===== src/hdl/kpt_pkg.sv =====
// Shared types, codes and constants of the keyed priority table.
package kpt_pkg;

    // Most entries one report emits
    localparam int MAX_RESULTS = 16;

    // Field widths
    localparam int CMD_W    = 2;
    localparam int ID_W     = 32;
    localparam int SEV_W    = 8;
    localparam int HANDLE_W = 16;
    localparam int STATUS_W = 2;
    localparam int TDATA_W  = 56;

    // Command codes
    localparam logic [CMD_W-1:0] CMD_INSERT = 2'd0;
    localparam logic [CMD_W-1:0] CMD_LOOKUP = 2'd1;
    localparam logic [CMD_W-1:0] CMD_REPORT = 2'd2;

    // Status codes
    localparam logic [STATUS_W-1:0] ST_OK   = 2'd0;
    localparam logic [STATUS_W-1:0] ST_MISS = 2'd1;
    localparam logic [STATUS_W-1:0] ST_DUP  = 2'd2;
    localparam logic [STATUS_W-1:0] ST_FULL = 2'd3;

    // Pointer operations
    localparam logic [2:0] PTR_HOLD = 3'd0;
    localparam logic [2:0] PTR_CLR  = 3'd1;
    localparam logic [2:0] PTR_INC  = 3'd2;
    localparam logic [2:0] PTR_DEC  = 3'd3;
    localparam logic [2:0] PTR_FILL = 3'd4;

    // Result payload sources
    localparam logic [1:0] SRC_ZERO = 2'd0;
    localparam logic [1:0] SRC_RD   = 2'd1;
    localparam logic [1:0] SRC_ITEM = 2'd2;

    // One table entry, id in the low bits
    typedef struct packed {
        logic [HANDLE_W-1:0] handle;
        logic [SEV_W-1:0]    sev;
        logic [ID_W-1:0]     id;
    } entry_t;

    // Commands from the controller to the datapath
    typedef struct packed {
        logic                capture;
        logic [2:0]          ptr_op;
        logic                rd_prev;
        logic                pos_mark;
        logic                top_mark;
        logic                shift_wr;
        logic                put_wr;
        logic                out_load;
        logic [1:0]          out_src;
        logic [STATUS_W-1:0] out_status;
        logic                out_last;
    } dp_cmd_t;

    // Status from the datapath to the controller
    typedef struct packed {
        logic [CMD_W-1:0] item_cmd;
        logic             fill_zero;
        logic             fill_full;
        logic             ptr_last;
        logic             id_match;
        logic             grp_match;
        logic             grp_more;
        logic             shift_more;
        logic             emit_last;
        logic             out_free;
    } dp_stat_t;

endpackage


===== src/hdl/kpt_datapath.sv =====
// Datapath of the keyed priority table: entry memory, pointers and result register.
module kpt_datapath #(
    parameter int CAPACITY = 16
) (
    input  logic                      clk,
    input  logic                      rst_n,
    input  kpt_pkg::dp_cmd_t          cmd,
    output kpt_pkg::dp_stat_t         stat,
    input  logic [kpt_pkg::CMD_W-1:0] in_cmd,
    input  kpt_pkg::entry_t           in_entry,
    output logic                      out_valid,
    input  logic                      out_ready,
    output logic [kpt_pkg::STATUS_W-1:0] out_status,
    output kpt_pkg::entry_t           out_entry,
    output logic                      out_last
);
    import kpt_pkg::*;

    localparam int AW = (CAPACITY > 1) ? $clog2(CAPACITY) : 1;
    localparam int CW = $clog2(CAPACITY + 1);

    entry_t            mem_reg [CAPACITY];
    entry_t            rd_data_reg;
    entry_t            item_reg;
    logic [CMD_W-1:0]  item_cmd_reg;
    logic [CW-1:0]     fill_reg;
    logic [CW-1:0]     fill_next;
    logic [CW-1:0]     ptr_reg;
    logic [CW-1:0]     ptr_next;
    logic [CW-1:0]     pos_reg;
    logic              pos_found_reg;
    logic [CW-1:0]     cnt_reg;
    logic [SEV_W-1:0]  top_reg;
    logic [CW-1:0]     ptr_plus;
    logic [CW-1:0]     ptr_minus;
    logic [CW-1:0]     rd_addr;
    logic              sev_gt;
    logic              out_valid_reg;
    logic [STATUS_W-1:0] out_status_reg;
    entry_t            out_entry_reg;
    logic              out_last_reg;
    entry_t            out_src_data;

    assign ptr_plus  = ptr_reg + CW'(1);
    assign ptr_minus = ptr_reg - CW'(1);
    assign rd_addr   = cmd.rd_prev ? ptr_minus : ptr_reg;
    assign sev_gt    = rd_data_reg.sev > item_reg.sev;

    // Entry memory: one write port, one registered read port
    always_ff @(posedge clk)
    begin
        rd_data_reg <= mem_reg[rd_addr[AW-1:0]];
        if (cmd.shift_wr)
        begin
            mem_reg[ptr_reg[AW-1:0]] <= rd_data_reg;
        end
        else if (cmd.put_wr)
        begin
            mem_reg[pos_reg[AW-1:0]] <= item_reg;
        end
    end

    // Hold the item under work
    always_ff @(posedge clk)
    begin
        if (cmd.capture)
        begin
            item_reg     <= in_entry;
            item_cmd_reg <= in_cmd;
        end
    end

    // Next pointer value
    always_comb
    begin
        case (cmd.ptr_op)
            PTR_CLR:  ptr_next = '0;
            PTR_INC:  ptr_next = ptr_plus;
            PTR_DEC:  ptr_next = ptr_minus;
            PTR_FILL: ptr_next = fill_reg;
            default:  ptr_next = ptr_reg;
        endcase
    end

    assign fill_next = cmd.put_wr ? fill_reg + CW'(1) : fill_reg;

    // Fill count, scan pointer, insert position and report group
    always_ff @(posedge clk or negedge rst_n)
    begin
        if (!rst_n)
        begin
            fill_reg      <= '0;
            ptr_reg       <= '0;
            pos_reg       <= '0;
            pos_found_reg <= 1'b0;
            cnt_reg       <= '0;
            top_reg       <= '0;
        end
        else
        begin
            fill_reg <= fill_next;
            ptr_reg  <= ptr_next;
            if (cmd.capture)
            begin
                pos_reg       <= fill_reg;
                pos_found_reg <= 1'b0;
            end
            else if (cmd.pos_mark && sev_gt && !pos_found_reg)
            begin
                pos_reg       <= ptr_reg;
                pos_found_reg <= 1'b1;
            end
            if (cmd.top_mark)
            begin
                if (ptr_reg == '0)
                begin
                    top_reg <= rd_data_reg.sev;
                end
                if (stat.grp_match)
                begin
                    cnt_reg <= ptr_plus;
                end
            end
        end
    end

    // Status back to the controller
    always_comb
    begin
        stat.item_cmd   = item_cmd_reg;
        stat.fill_zero  = fill_reg == '0;
        stat.fill_full  = fill_reg == CW'(CAPACITY);
        stat.ptr_last   = ptr_plus == fill_reg;
        stat.id_match   = rd_data_reg.id == item_reg.id;
        stat.grp_match  = (ptr_reg == '0) || (rd_data_reg.sev == top_reg);
        stat.grp_more   = (ptr_plus < fill_reg) && (32'(ptr_plus) < MAX_RESULTS);
        stat.shift_more = ptr_reg > pos_reg;
        stat.emit_last  = ptr_plus == cnt_reg;
        stat.out_free   = !out_valid_reg || out_ready;
    end

    // Pick the payload of the next result
    always_comb
    begin
        case (cmd.out_src)
            SRC_RD:   out_src_data = rd_data_reg;
            SRC_ITEM: out_src_data = item_reg;
            default:  out_src_data = '0;
        endcase
    end

    // Result register: load a new transfer or drop the one taken
    always_ff @(posedge clk or negedge rst_n)
    begin
        if (!rst_n)
        begin
            out_valid_reg <= 1'b0;
        end
        else if (cmd.out_load)
        begin
            out_valid_reg <= 1'b1;
        end
        else if (out_ready)
        begin
            out_valid_reg <= 1'b0;
        end
    end

    always_ff @(posedge clk)
    begin
        if (cmd.out_load)
        begin
            out_status_reg <= cmd.out_status;
            out_entry_reg  <= out_src_data;
            out_last_reg   <= cmd.out_last;
        end
    end

    assign out_valid  = out_valid_reg;
    assign out_status = out_status_reg;
    assign out_entry  = out_entry_reg;
    assign out_last   = out_last_reg;

endmodule


===== src/hdl/kpt_ctrl.sv =====
// Controller of the keyed priority table: sequences scan, shift, insert and report steps.
module kpt_ctrl (
    input  logic              clk,
    input  logic              rst_n,
    input  logic              in_valid,
    output logic              in_ready,
    input  kpt_pkg::dp_stat_t stat,
    output kpt_pkg::dp_cmd_t  cmd
);
    import kpt_pkg::*;

    localparam logic [3:0] S_IDLE = 4'd0;
    localparam logic [3:0] S_DISP = 4'd1;
    localparam logic [3:0] S_MISS = 4'd2;
    localparam logic [3:0] S_SRD  = 4'd3;
    localparam logic [3:0] S_SEV  = 4'd4;
    localparam logic [3:0] S_FULL = 4'd5;
    localparam logic [3:0] S_HRD  = 4'd6;
    localparam logic [3:0] S_HEV  = 4'd7;
    localparam logic [3:0] S_PUT  = 4'd8;
    localparam logic [3:0] S_ERD  = 4'd9;
    localparam logic [3:0] S_EEV  = 4'd10;

    logic [3:0] state_reg;
    logic [3:0] state_next;

    always_ff @(posedge clk or negedge rst_n)
    begin
        if (!rst_n)
        begin
            state_reg <= S_IDLE;
        end
        else
        begin
            state_reg <= state_next;
        end
    end

    assign in_ready = state_reg == S_IDLE;

    // Next state and datapath commands
    always_comb
    begin
        state_next     = state_reg;
        cmd            = '0;
        cmd.ptr_op     = PTR_HOLD;
        cmd.out_src    = SRC_ZERO;
        cmd.out_status = ST_OK;
        cmd.out_last   = 1'b1;
        unique case (state_reg)
            S_IDLE:
            begin
                if (in_valid)
                begin
                    cmd.capture = 1'b1;
                    state_next  = S_DISP;
                end
            end
            S_DISP:
            begin
                cmd.ptr_op = PTR_CLR;
                case (stat.item_cmd) inside
                    CMD_INSERT: state_next = stat.fill_zero ? S_PUT : S_SRD;
                    CMD_LOOKUP, CMD_REPORT: state_next = stat.fill_zero ? S_MISS : S_SRD;
                    default: state_next = S_MISS;
                endcase
            end
            S_MISS:
            begin
                if (stat.out_free)
                begin
                    cmd.out_load   = 1'b1;
                    cmd.out_status = ST_MISS;
                    state_next     = S_IDLE;
                end
            end
            S_SRD:
            begin
                state_next = S_SEV;
            end
            S_SEV:
            begin
                case (stat.item_cmd)
                    CMD_INSERT:
                    begin
                        cmd.pos_mark = 1'b1;
                        if (stat.id_match)
                        begin
                            if (stat.out_free)
                            begin
                                cmd.out_load   = 1'b1;
                                cmd.out_src    = SRC_RD;
                                cmd.out_status = ST_DUP;
                                state_next     = S_IDLE;
                            end
                        end
                        else if (stat.ptr_last)
                        begin
                            if (stat.fill_full)
                            begin
                                state_next = S_FULL;
                            end
                            else
                            begin
                                cmd.ptr_op = PTR_FILL;
                                state_next = S_HRD;
                            end
                        end
                        else
                        begin
                            cmd.ptr_op = PTR_INC;
                            state_next = S_SRD;
                        end
                    end
                    CMD_LOOKUP:
                    begin
                        if (stat.id_match)
                        begin
                            if (stat.out_free)
                            begin
                                cmd.out_load = 1'b1;
                                cmd.out_src  = SRC_RD;
                                state_next   = S_IDLE;
                            end
                        end
                        else if (stat.ptr_last)
                        begin
                            state_next = S_MISS;
                        end
                        else
                        begin
                            cmd.ptr_op = PTR_INC;
                            state_next = S_SRD;
                        end
                    end
                    default:
                    begin
                        // Grow the urgent group while severities agree
                        cmd.top_mark = 1'b1;
                        if (stat.grp_match && stat.grp_more)
                        begin
                            cmd.ptr_op = PTR_INC;
                            state_next = S_SRD;
                        end
                        else
                        begin
                            cmd.ptr_op = PTR_CLR;
                            state_next = S_ERD;
                        end
                    end
                endcase
            end
            S_FULL:
            begin
                if (stat.out_free)
                begin
                    cmd.out_load   = 1'b1;
                    cmd.out_status = ST_FULL;
                    state_next     = S_IDLE;
                end
            end
            S_HRD:
            begin
                // Read the entry below the hole, or stop at the insert position
                if (stat.shift_more)
                begin
                    cmd.rd_prev = 1'b1;
                    state_next  = S_HEV;
                end
                else
                begin
                    state_next = S_PUT;
                end
            end
            S_HEV:
            begin
                cmd.shift_wr = 1'b1;
                cmd.ptr_op   = PTR_DEC;
                state_next   = S_HRD;
            end
            S_PUT:
            begin
                if (stat.out_free)
                begin
                    cmd.put_wr   = 1'b1;
                    cmd.out_load = 1'b1;
                    cmd.out_src  = SRC_ITEM;
                    state_next   = S_IDLE;
                end
            end
            S_ERD:
            begin
                state_next = S_EEV;
            end
            S_EEV:
            begin
                if (stat.out_free)
                begin
                    cmd.out_load = 1'b1;
                    cmd.out_src  = SRC_RD;
                    cmd.out_last = stat.emit_last;
                    if (stat.emit_last)
                    begin
                        state_next = S_IDLE;
                    end
                    else
                    begin
                        cmd.ptr_op = PTR_INC;
                        state_next = S_ERD;
                    end
                end
            end
            default:
            begin
                state_next = S_IDLE;
            end
        endcase
    end

endmodule


===== src/hdl/keyed_priority_table.sv =====
// Top level of the keyed priority table: stream ports, controller and datapath.
//
// A table of up to CAPACITY entries (id, severity, handle) kept sorted by
// severity, lowest first and oldest first among equals. Each insert, lookup
// or report on a non-empty table walks the table one entry at a time: each
// step reads the entry memory and evaluates the registered read data in the
// next cycle. An insert scans for a duplicate id and the insert position,
// then shifts the entries above that position up one place and writes the
// new entry; an insert into a full table ends after the scan; a lookup scans
// until it hits or passes the last entry; a report examines entries to size
// the urgent group (the group and the first entry past it), then emits the
// group. An item on an empty table, or with an unused command, skips the
// scan. The result register lets the next item start while the last result
// still waits for the sink. No clearing pass follows reset: only the first
// fill-count entries are ever read.
module keyed_priority_table #(
    parameter int CAPACITY = 16
) (
    input  logic        clk,
    input  logic        rst_n,
    input  logic        s_axis_tvalid,
    output logic        s_axis_tready,
    input  logic [55:0] s_axis_tdata,   // patient_id[31:0], severity[39:32], record_handle[55:40]
    input  logic [1:0]  s_axis_tuser,   // command[1:0]
    output logic        m_axis_tvalid,
    input  logic        m_axis_tready,
    output logic [55:0] m_axis_tdata,   // entry_id[31:0], entry_severity[39:32], entry_handle[55:40]
    output logic [1:0]  m_axis_tuser,   // status[1:0]
    output logic        m_axis_tlast
);
    import kpt_pkg::*;

    dp_cmd_t  cmd;
    dp_stat_t stat;
    entry_t   in_entry;
    entry_t   out_entry;
    logic     in_valid;

    // Unpack the input transfer
    assign in_entry.id     = s_axis_tdata[31:0];
    assign in_entry.sev    = s_axis_tdata[39:32];
    assign in_entry.handle = s_axis_tdata[55:40];
    assign in_valid        = s_axis_tvalid;

    kpt_ctrl u_ctrl (
        .clk      (clk),
        .rst_n    (rst_n),
        .in_valid (in_valid),
        .in_ready (s_axis_tready),
        .stat     (stat),
        .cmd      (cmd)
    );

    kpt_datapath #(
        .CAPACITY (CAPACITY)
    ) u_datapath (
        .clk        (clk),
        .rst_n      (rst_n),
        .cmd        (cmd),
        .stat       (stat),
        .in_cmd     (s_axis_tuser),
        .in_entry   (in_entry),
        .out_valid  (m_axis_tvalid),
        .out_ready  (m_axis_tready),
        .out_status (m_axis_tuser),
        .out_entry  (out_entry),
        .out_last   (m_axis_tlast)
    );

    // Pack the result transfer
    assign m_axis_tdata = {out_entry.handle, out_entry.sev, out_entry.id};

endmodule


===== config.mk =====
export PLATFORM = sky130hd
export DESIGN_NAME = keyed_priority_table
export DESIGN_NICKNAME = d
export VERILOG_FILES = /design/src/hdl/kpt_pkg.sv /design/src/hdl/kpt_datapath.sv /design/src/hdl/kpt_ctrl.sv /design/src/hdl/keyed_priority_table.sv
export SDC_FILE = /design/constraint.sdc
export NUM_CORES = 1
export LEC_CHECK = 0
export ABC_CLOCK_PERIOD_IN_PS = 5630
export BUFFER_PORTS_ARGS = -buffer_cell sky130_fd_sc_hd__buf_4
export CAP_MARGIN = 20
export CORE_MARGIN = 8
export CORE_UTILIZATION = 50
export DETAILED_ROUTE_END_ITERATION = 12
export PLACE_DENSITY = 0.66
export SLEW_MARGIN = 20
export SYNTH_ARGS = -nofsm -noshare
export SYNTH_HDL_FRONTEND = slang
export SYNTH_SLANG_ARGS = --single-unit

===== constraint.sdc =====
create_clock -name clk -period 5.63 [get_ports clk]
set_clock_uncertainty 0.05 [all_clocks]
set_input_delay 0 -clock clk [delete_from_list [all_inputs] [get_ports clk]]
set_output_delay 0 -clock clk [all_outputs]
set_load 0.02 [all_outputs]

Yosys cells after proc, flatten, opt, wreduce, memory -nomap -nowiden
Memories as Yosys holds them, arrays and structs flattened. A register that Yosys moved wholly into a read port is not among the register bits.
Cells that the tools add are included.
{ "totals": {"ramBits": 896, "n_memories": 1, "wordCells": 140, "ff_bits": 151} }
{ "op_classes": {"eq_ne": 25, "addsub": 3, "reduce_logical": 24, "magnitude_cmp": 4, "n_mux": 66} }
{ "memory_table": {"columns": ["memory", "depth", "word_bits", "read_ports", "rd_clocked_by_memory_dff", "write_ports", "line_no", "text"], "rows": [
  ["u_datapath.mem_reg", 16, 56, 1, 1, 1, "kpt_datapath.sv:22", "entry_t mem_reg [CAPACITY];"]
]} }
{ "ops": {"columns": ["operator", "n"], "rows": [
  ["one-hot mux 56 bit (2 select lines)", 1],
  ["2-to-1 mux 4 bit", 15],
  ["2-to-1 mux 56 bit", 1],
  ["OR reduction 56 bit", 1],
  ["one-hot mux 4 bit (9 select lines)", 1],
  ["equality test 32 bit", 1],
  ["2-to-1 mux 1 bit", 22],
  ["2-to-1 mux 3 bit", 7],
  ["2-to-1 mux 5 bit", 4],
  ["one-hot mux 5 bit (4 select lines)", 1],
  ["equality test 4 x 3 -> 1 bit, second input constant", 4],
  ["2-to-1 mux 2 bit", 7],
  ["equality test 4 bit, second input constant", 3],
  ["one-hot mux 2 bit (3 select lines)", 2],
  ["one-hot mux 3 bit (2 select lines)", 2],
  ["one-hot mux 3 bit (4 select lines)", 1],
  ["adder 5 x 1 -> 5 bit, second input constant", 2],
  ["equality test 5 bit", 2],
  ["logical NOT 5 bit", 2],
  ["equality test 4 x 2 -> 1 bit, second input constant", 2],
  ["equality test 8 bit", 1],
  ["greater-than comparator 8 bit", 1],
  ["one-hot mux 4 bit (2 select lines)", 1],
  ["AND reduction 2 bit", 4],
  ["other kinds (22)", 34]
]} }

Logic depth before layout (Yosys ltp)
{ "logic_depth": {"ltp_word": 9, "depth_mapped": 15, "depth_no_buf": 11} }

Cells and area by module
From an unflattened synthesis, not the netlist that was laid out.
{ "hier_totals": {"hier_cells": 3170, "hier_area_um2": 47272.8} }
{ "by_module_without_submodules": {"columns": ["module", "seq_area_each_um2", "cells_each", "n_inst", "area_per_inst_um2"], "rows": [
  ["kpt_datapath", 32291.0, 3080, 1, 46638.5],
  ["kpt_ctrl", 100.1, 90, 1, 634.4]
]} }

Worst setup path before layout
Ideal clock, no wire load.
{ "synth_timing": {"kind": "flip-flop to flip-flop", "from": "reg u_datapath.item_reg[2] (netlist name)", "to": "reg u_datapath.out_entry_reg, in the netlist u_datapath.out_entry[0], enable pin", "period_less_slack_ns": 4.540, "arrival_time_ns": 4.014, "slack_ns": 1.090, "stages_incl_launch_ff": 8, "n_path_buf": 0, "cell_sequence": "edfxtp_1 -> xnor2_1 -> nand4_1 -> nor4_1 -> and2_1 -> and3_1 -> a211oi_1 -> nor2_1"} }
{ "synth_lines": {"columns": ["item", "line_no", "text"], "rows": [
  ["start: declaration", "kpt_datapath.sv:24", "entry_t item_reg;"],
  ["start signal: assignment", "kpt_datapath.sv:68", "item_reg <= in_entry;"],
  ["end signal: assignment", "kpt_datapath.sv:174", "out_entry_reg <= out_src_data;"],
  ["end: declaration", "kpt_datapath.sv:40", "entry_t out_entry_reg;"]
]} }

==> reports/results.ini <==
[outcome]
status = completed

[timing]
post-route-min-period_ns = 4.86
final_hold_violations = 0
slew_viol_final = 0
timing_worst_slew_pin_value_ns = 1.22
relSlewSlack_pct = 18.7
setup_total_negative_slack_ns = 0
final.setup.worst_slack_ns = 0.775
grt_setup_unrepaired = false
setup_violations = 0
timing.fmax_mhz = 206
finalCritPeriodShare_pct = 86.2

[routing]
vias_per_cell = 6.64
first_iter_violations = 4255
drt-wirelength-per-cell_um = 29.5
drt_wl_total_um = 139000
vias = 31200
drt_pre_antenna_iters = 8
drc = 0
detail-route-antenna-nets = 0

[cts]
clk_transition_reported_paths_ns = 0.06
numCtsBuffers = 115
cts-root-to-sink-buffers = 3
clk_root_buffer_cell = clkbuf_16
clkSinkCount = 1103
clock_tree.htree_level_count = 3
cts_post_setup_buffers_inserted = 0
tritoncts = done
worst_skew_pair.late_latency_ns = 0.69

[synthesis]
synth_seq_cells = 1103
syn_area_per_cell_sq_um = 14.2
post-synth-top-count-cell = edfxtp_1
yosysWarningCount = 0
async_flop_share_pct = 3.08
synth.area.top_cells = edfxtp_1, mux2i_1, o22ai_1
synthDominantCellAreaShare_pct = 66.2
synth.yosys.seq_area_share_pct = 70.5
mappedNetlistNets = 3330
post_synth_num_cell_types = 73
synth_area_leader_cell = edfxtp_1
synthFlopType = edfxtp_1
post_synth_inst_count = 3242
synth.cell_area_sq_um = 45900
synthTopCellsByCount = edfxtp_1, nand2_1, nor2_1
synth-edff-count = 1013

[layout]
final_nets = 3509
finalNonFillerCells = 4707
largest_register_ff_count = 896
area.growth.synth_to_final_pct = 16.0
post-route-cell-area_sq_um = 53300
post_route_cells_drive_above_1_share_pct = 12.9

[pwr]
pwr_density_cell_nw_per_um2 = 531
total_leakage_power_nw = 17.2
power.internal_mw = 18.6
switching_share_pct = 34.5
p_clk_share_pct = 27.9
p_comb_share_pct = 30.3
p_sw_mw = 9.76
totalPowerFinal_mw = 28.3
worst_ir_drop_vdd_v = 0.000352
power_frac_seq_pct = 41.9

[placed_design]
dpl-instance-area_sq_um = 48400
place_congestion = 0.894
place.port_buffers = 122
numPlacedInstances = 4394
dp_worst_setup_slack_ns = 0.481
hpwl_um = 77800

[global_routing]
grt_start_max_net_pins = 160
grt_pass1_vias = 30300
grt_antenna_before_repair = 3
gr-total-overflow = 0
grt_usage_pct = 26.4
first_pass_grt_wire_length_um = 203000

[die]
boundaryPins = 123
die_area_sq_um = 102000
die_h_um = 319
initial_utilization_pct = 50.3
die-width_um = 319
floorplan.rows = 111
fp.coreArea_sq_um = 91400

[worst_setup_path]
cp_capture_type = flop
critical_path.reg2reg.startpoint = u_datapath.item_reg[27]
worstPathArrival_ns = 5.21
worstSetupPathType = flop to flop
crit_path_start = u_datapath.item_reg[27]
critPathMaxFanout = 34
startpoint_type = flop
timing.critical_path.required_ns = 5.98

[hold_path]
hold_path_startpoint = s_axis_tdata[51]
min-delay-path-class = input port to flop

[flow_run]
max-cap-violations = 0

## power by group through the flow
stage	Combinational, mW	Sequential, mW	Clock, mW
6_report	8.57	11.9	7.89
3_3_place_gp	8.15	12.0	0
5_1_grt	9.17	11.9	8.28
2_1_floorplan	5.34	11.8	0
4_1_cts	8.50	11.8	7.96
3_5_place_dp	8.41	12.0	0
## final timing paths
path / slack, ns / cells after the start / to
min in group asynchronous: 0.34 / 4 / u_datapath.cnt_reg[0]
max in group asynchronous: 4.98 / 4 / u_datapath.ptr_reg[1]
worst min-delay path: 0.02 / 2 / u_datapath.item_reg[51]
worst max register to register: 0.77 / 10 / u_datapath.out_entry[15]
worst max-delay path: 0.77 / 10 / u_datapath.out_entry[15]
worst min register to register: 0.46 / 2 / u_datapath.rd_data_reg[6]
## layer usage
layer  track usage, %  wire length (um)  up-vias
li1                 -                 -    13200
met1             36.7             55300    15800
met2             42.0             64300     1874
met3             4.84             14800      298
met4             8.93              4450        6
met5                0                34        -
## per-stage QoR
| stage | util [%] | hold WS [ns] |
|---|---|---|
| finish | 58.3 | 0.0189 |
| global route | 58.3 | 0.00305 |
| CTS | 58.3 | 0.00138 |
| detailed placement | 52.9 | -0.0436 |
| global placement | 52.9 | -0.0462 |
| floorplan | - | -0.346 |
## timing repair
item                      CTS  global route
hold endpoints to repair  103             0
resized for setup           0             0
hold buffers               96             0
## layout by cell type, fill, tap and decap left out, types with 9 or more instances in the layout
master / n
clkbuf_16: 117
o22a_1: 74
nand3_1: 85
a2111oi_0: 31
buf_12: 12
nor2_1: 187
dfxtp_1: 56
mux2_2: 12
o22ai_2: 10
dfrtp_1: 32
a22oi_1: 59
ha_1: 23
nor3_1: 67
o221ai_1: 112
mux2i_1: 203
nand2_1: 223
bufinv_16: 18
clkinv_1: 19
inv_1: 30
nand4_1: 43
nor2b_1: 35
a21oi_1: 49
o21a_1: 52
xnor2_1: 49
or4_1: 28
a31oi_1: 34
o22ai_1: 187
dlygate4sd3_1: 95
nor2_4: 19
clkinv_2: 23
nor4_1: 36
clkbuf_1: 24
buf_4: 193
o21ai_0: 100
o211ai_1: 29
clkbuf_8: 9
edfxtp_1: 1013
## worst max-delay path, cell delays in order (launching register included)
cell,delay [ns]
edfxtp_1,0.47
xnor2_1,0.62
nand4_1,0.35
nor4_2,0.73
and2_1,0.31
and3_1,0.27
o21ai_0,0.17
inv_1,0.11
ha_2,0.89
buf_4,0.41
nor2_1,0.16
## cell families (layout without fill, tap and decap cells)
kind of cell	after synthesis	count (layout)	share of synthesized area, %
DFF	1103	1103	70.5
buffers and inverters	275	553	2.51
other	0	1	0
and+or+nand+nor	766	766	7.84
AOI/OAI and AO/OA	799	799	12.5
adders and majority gates	26	26	0.708
muxes	218	218	4.86
xor gates and xnor gates	55	55	1.11
## area by class of cell
type	instances	area [sq um]
fillers	6960	38100
flip-flops and latches	1103	32400
multi-input cells	1864	12600
clock buffers	150	3140
repair buffers	304	2720
well taps	1186	1480
clock inverters	66	791
inverters	33	125
diodes	1	2.50
No activity file was read; power rests on OpenSTA's default activity.
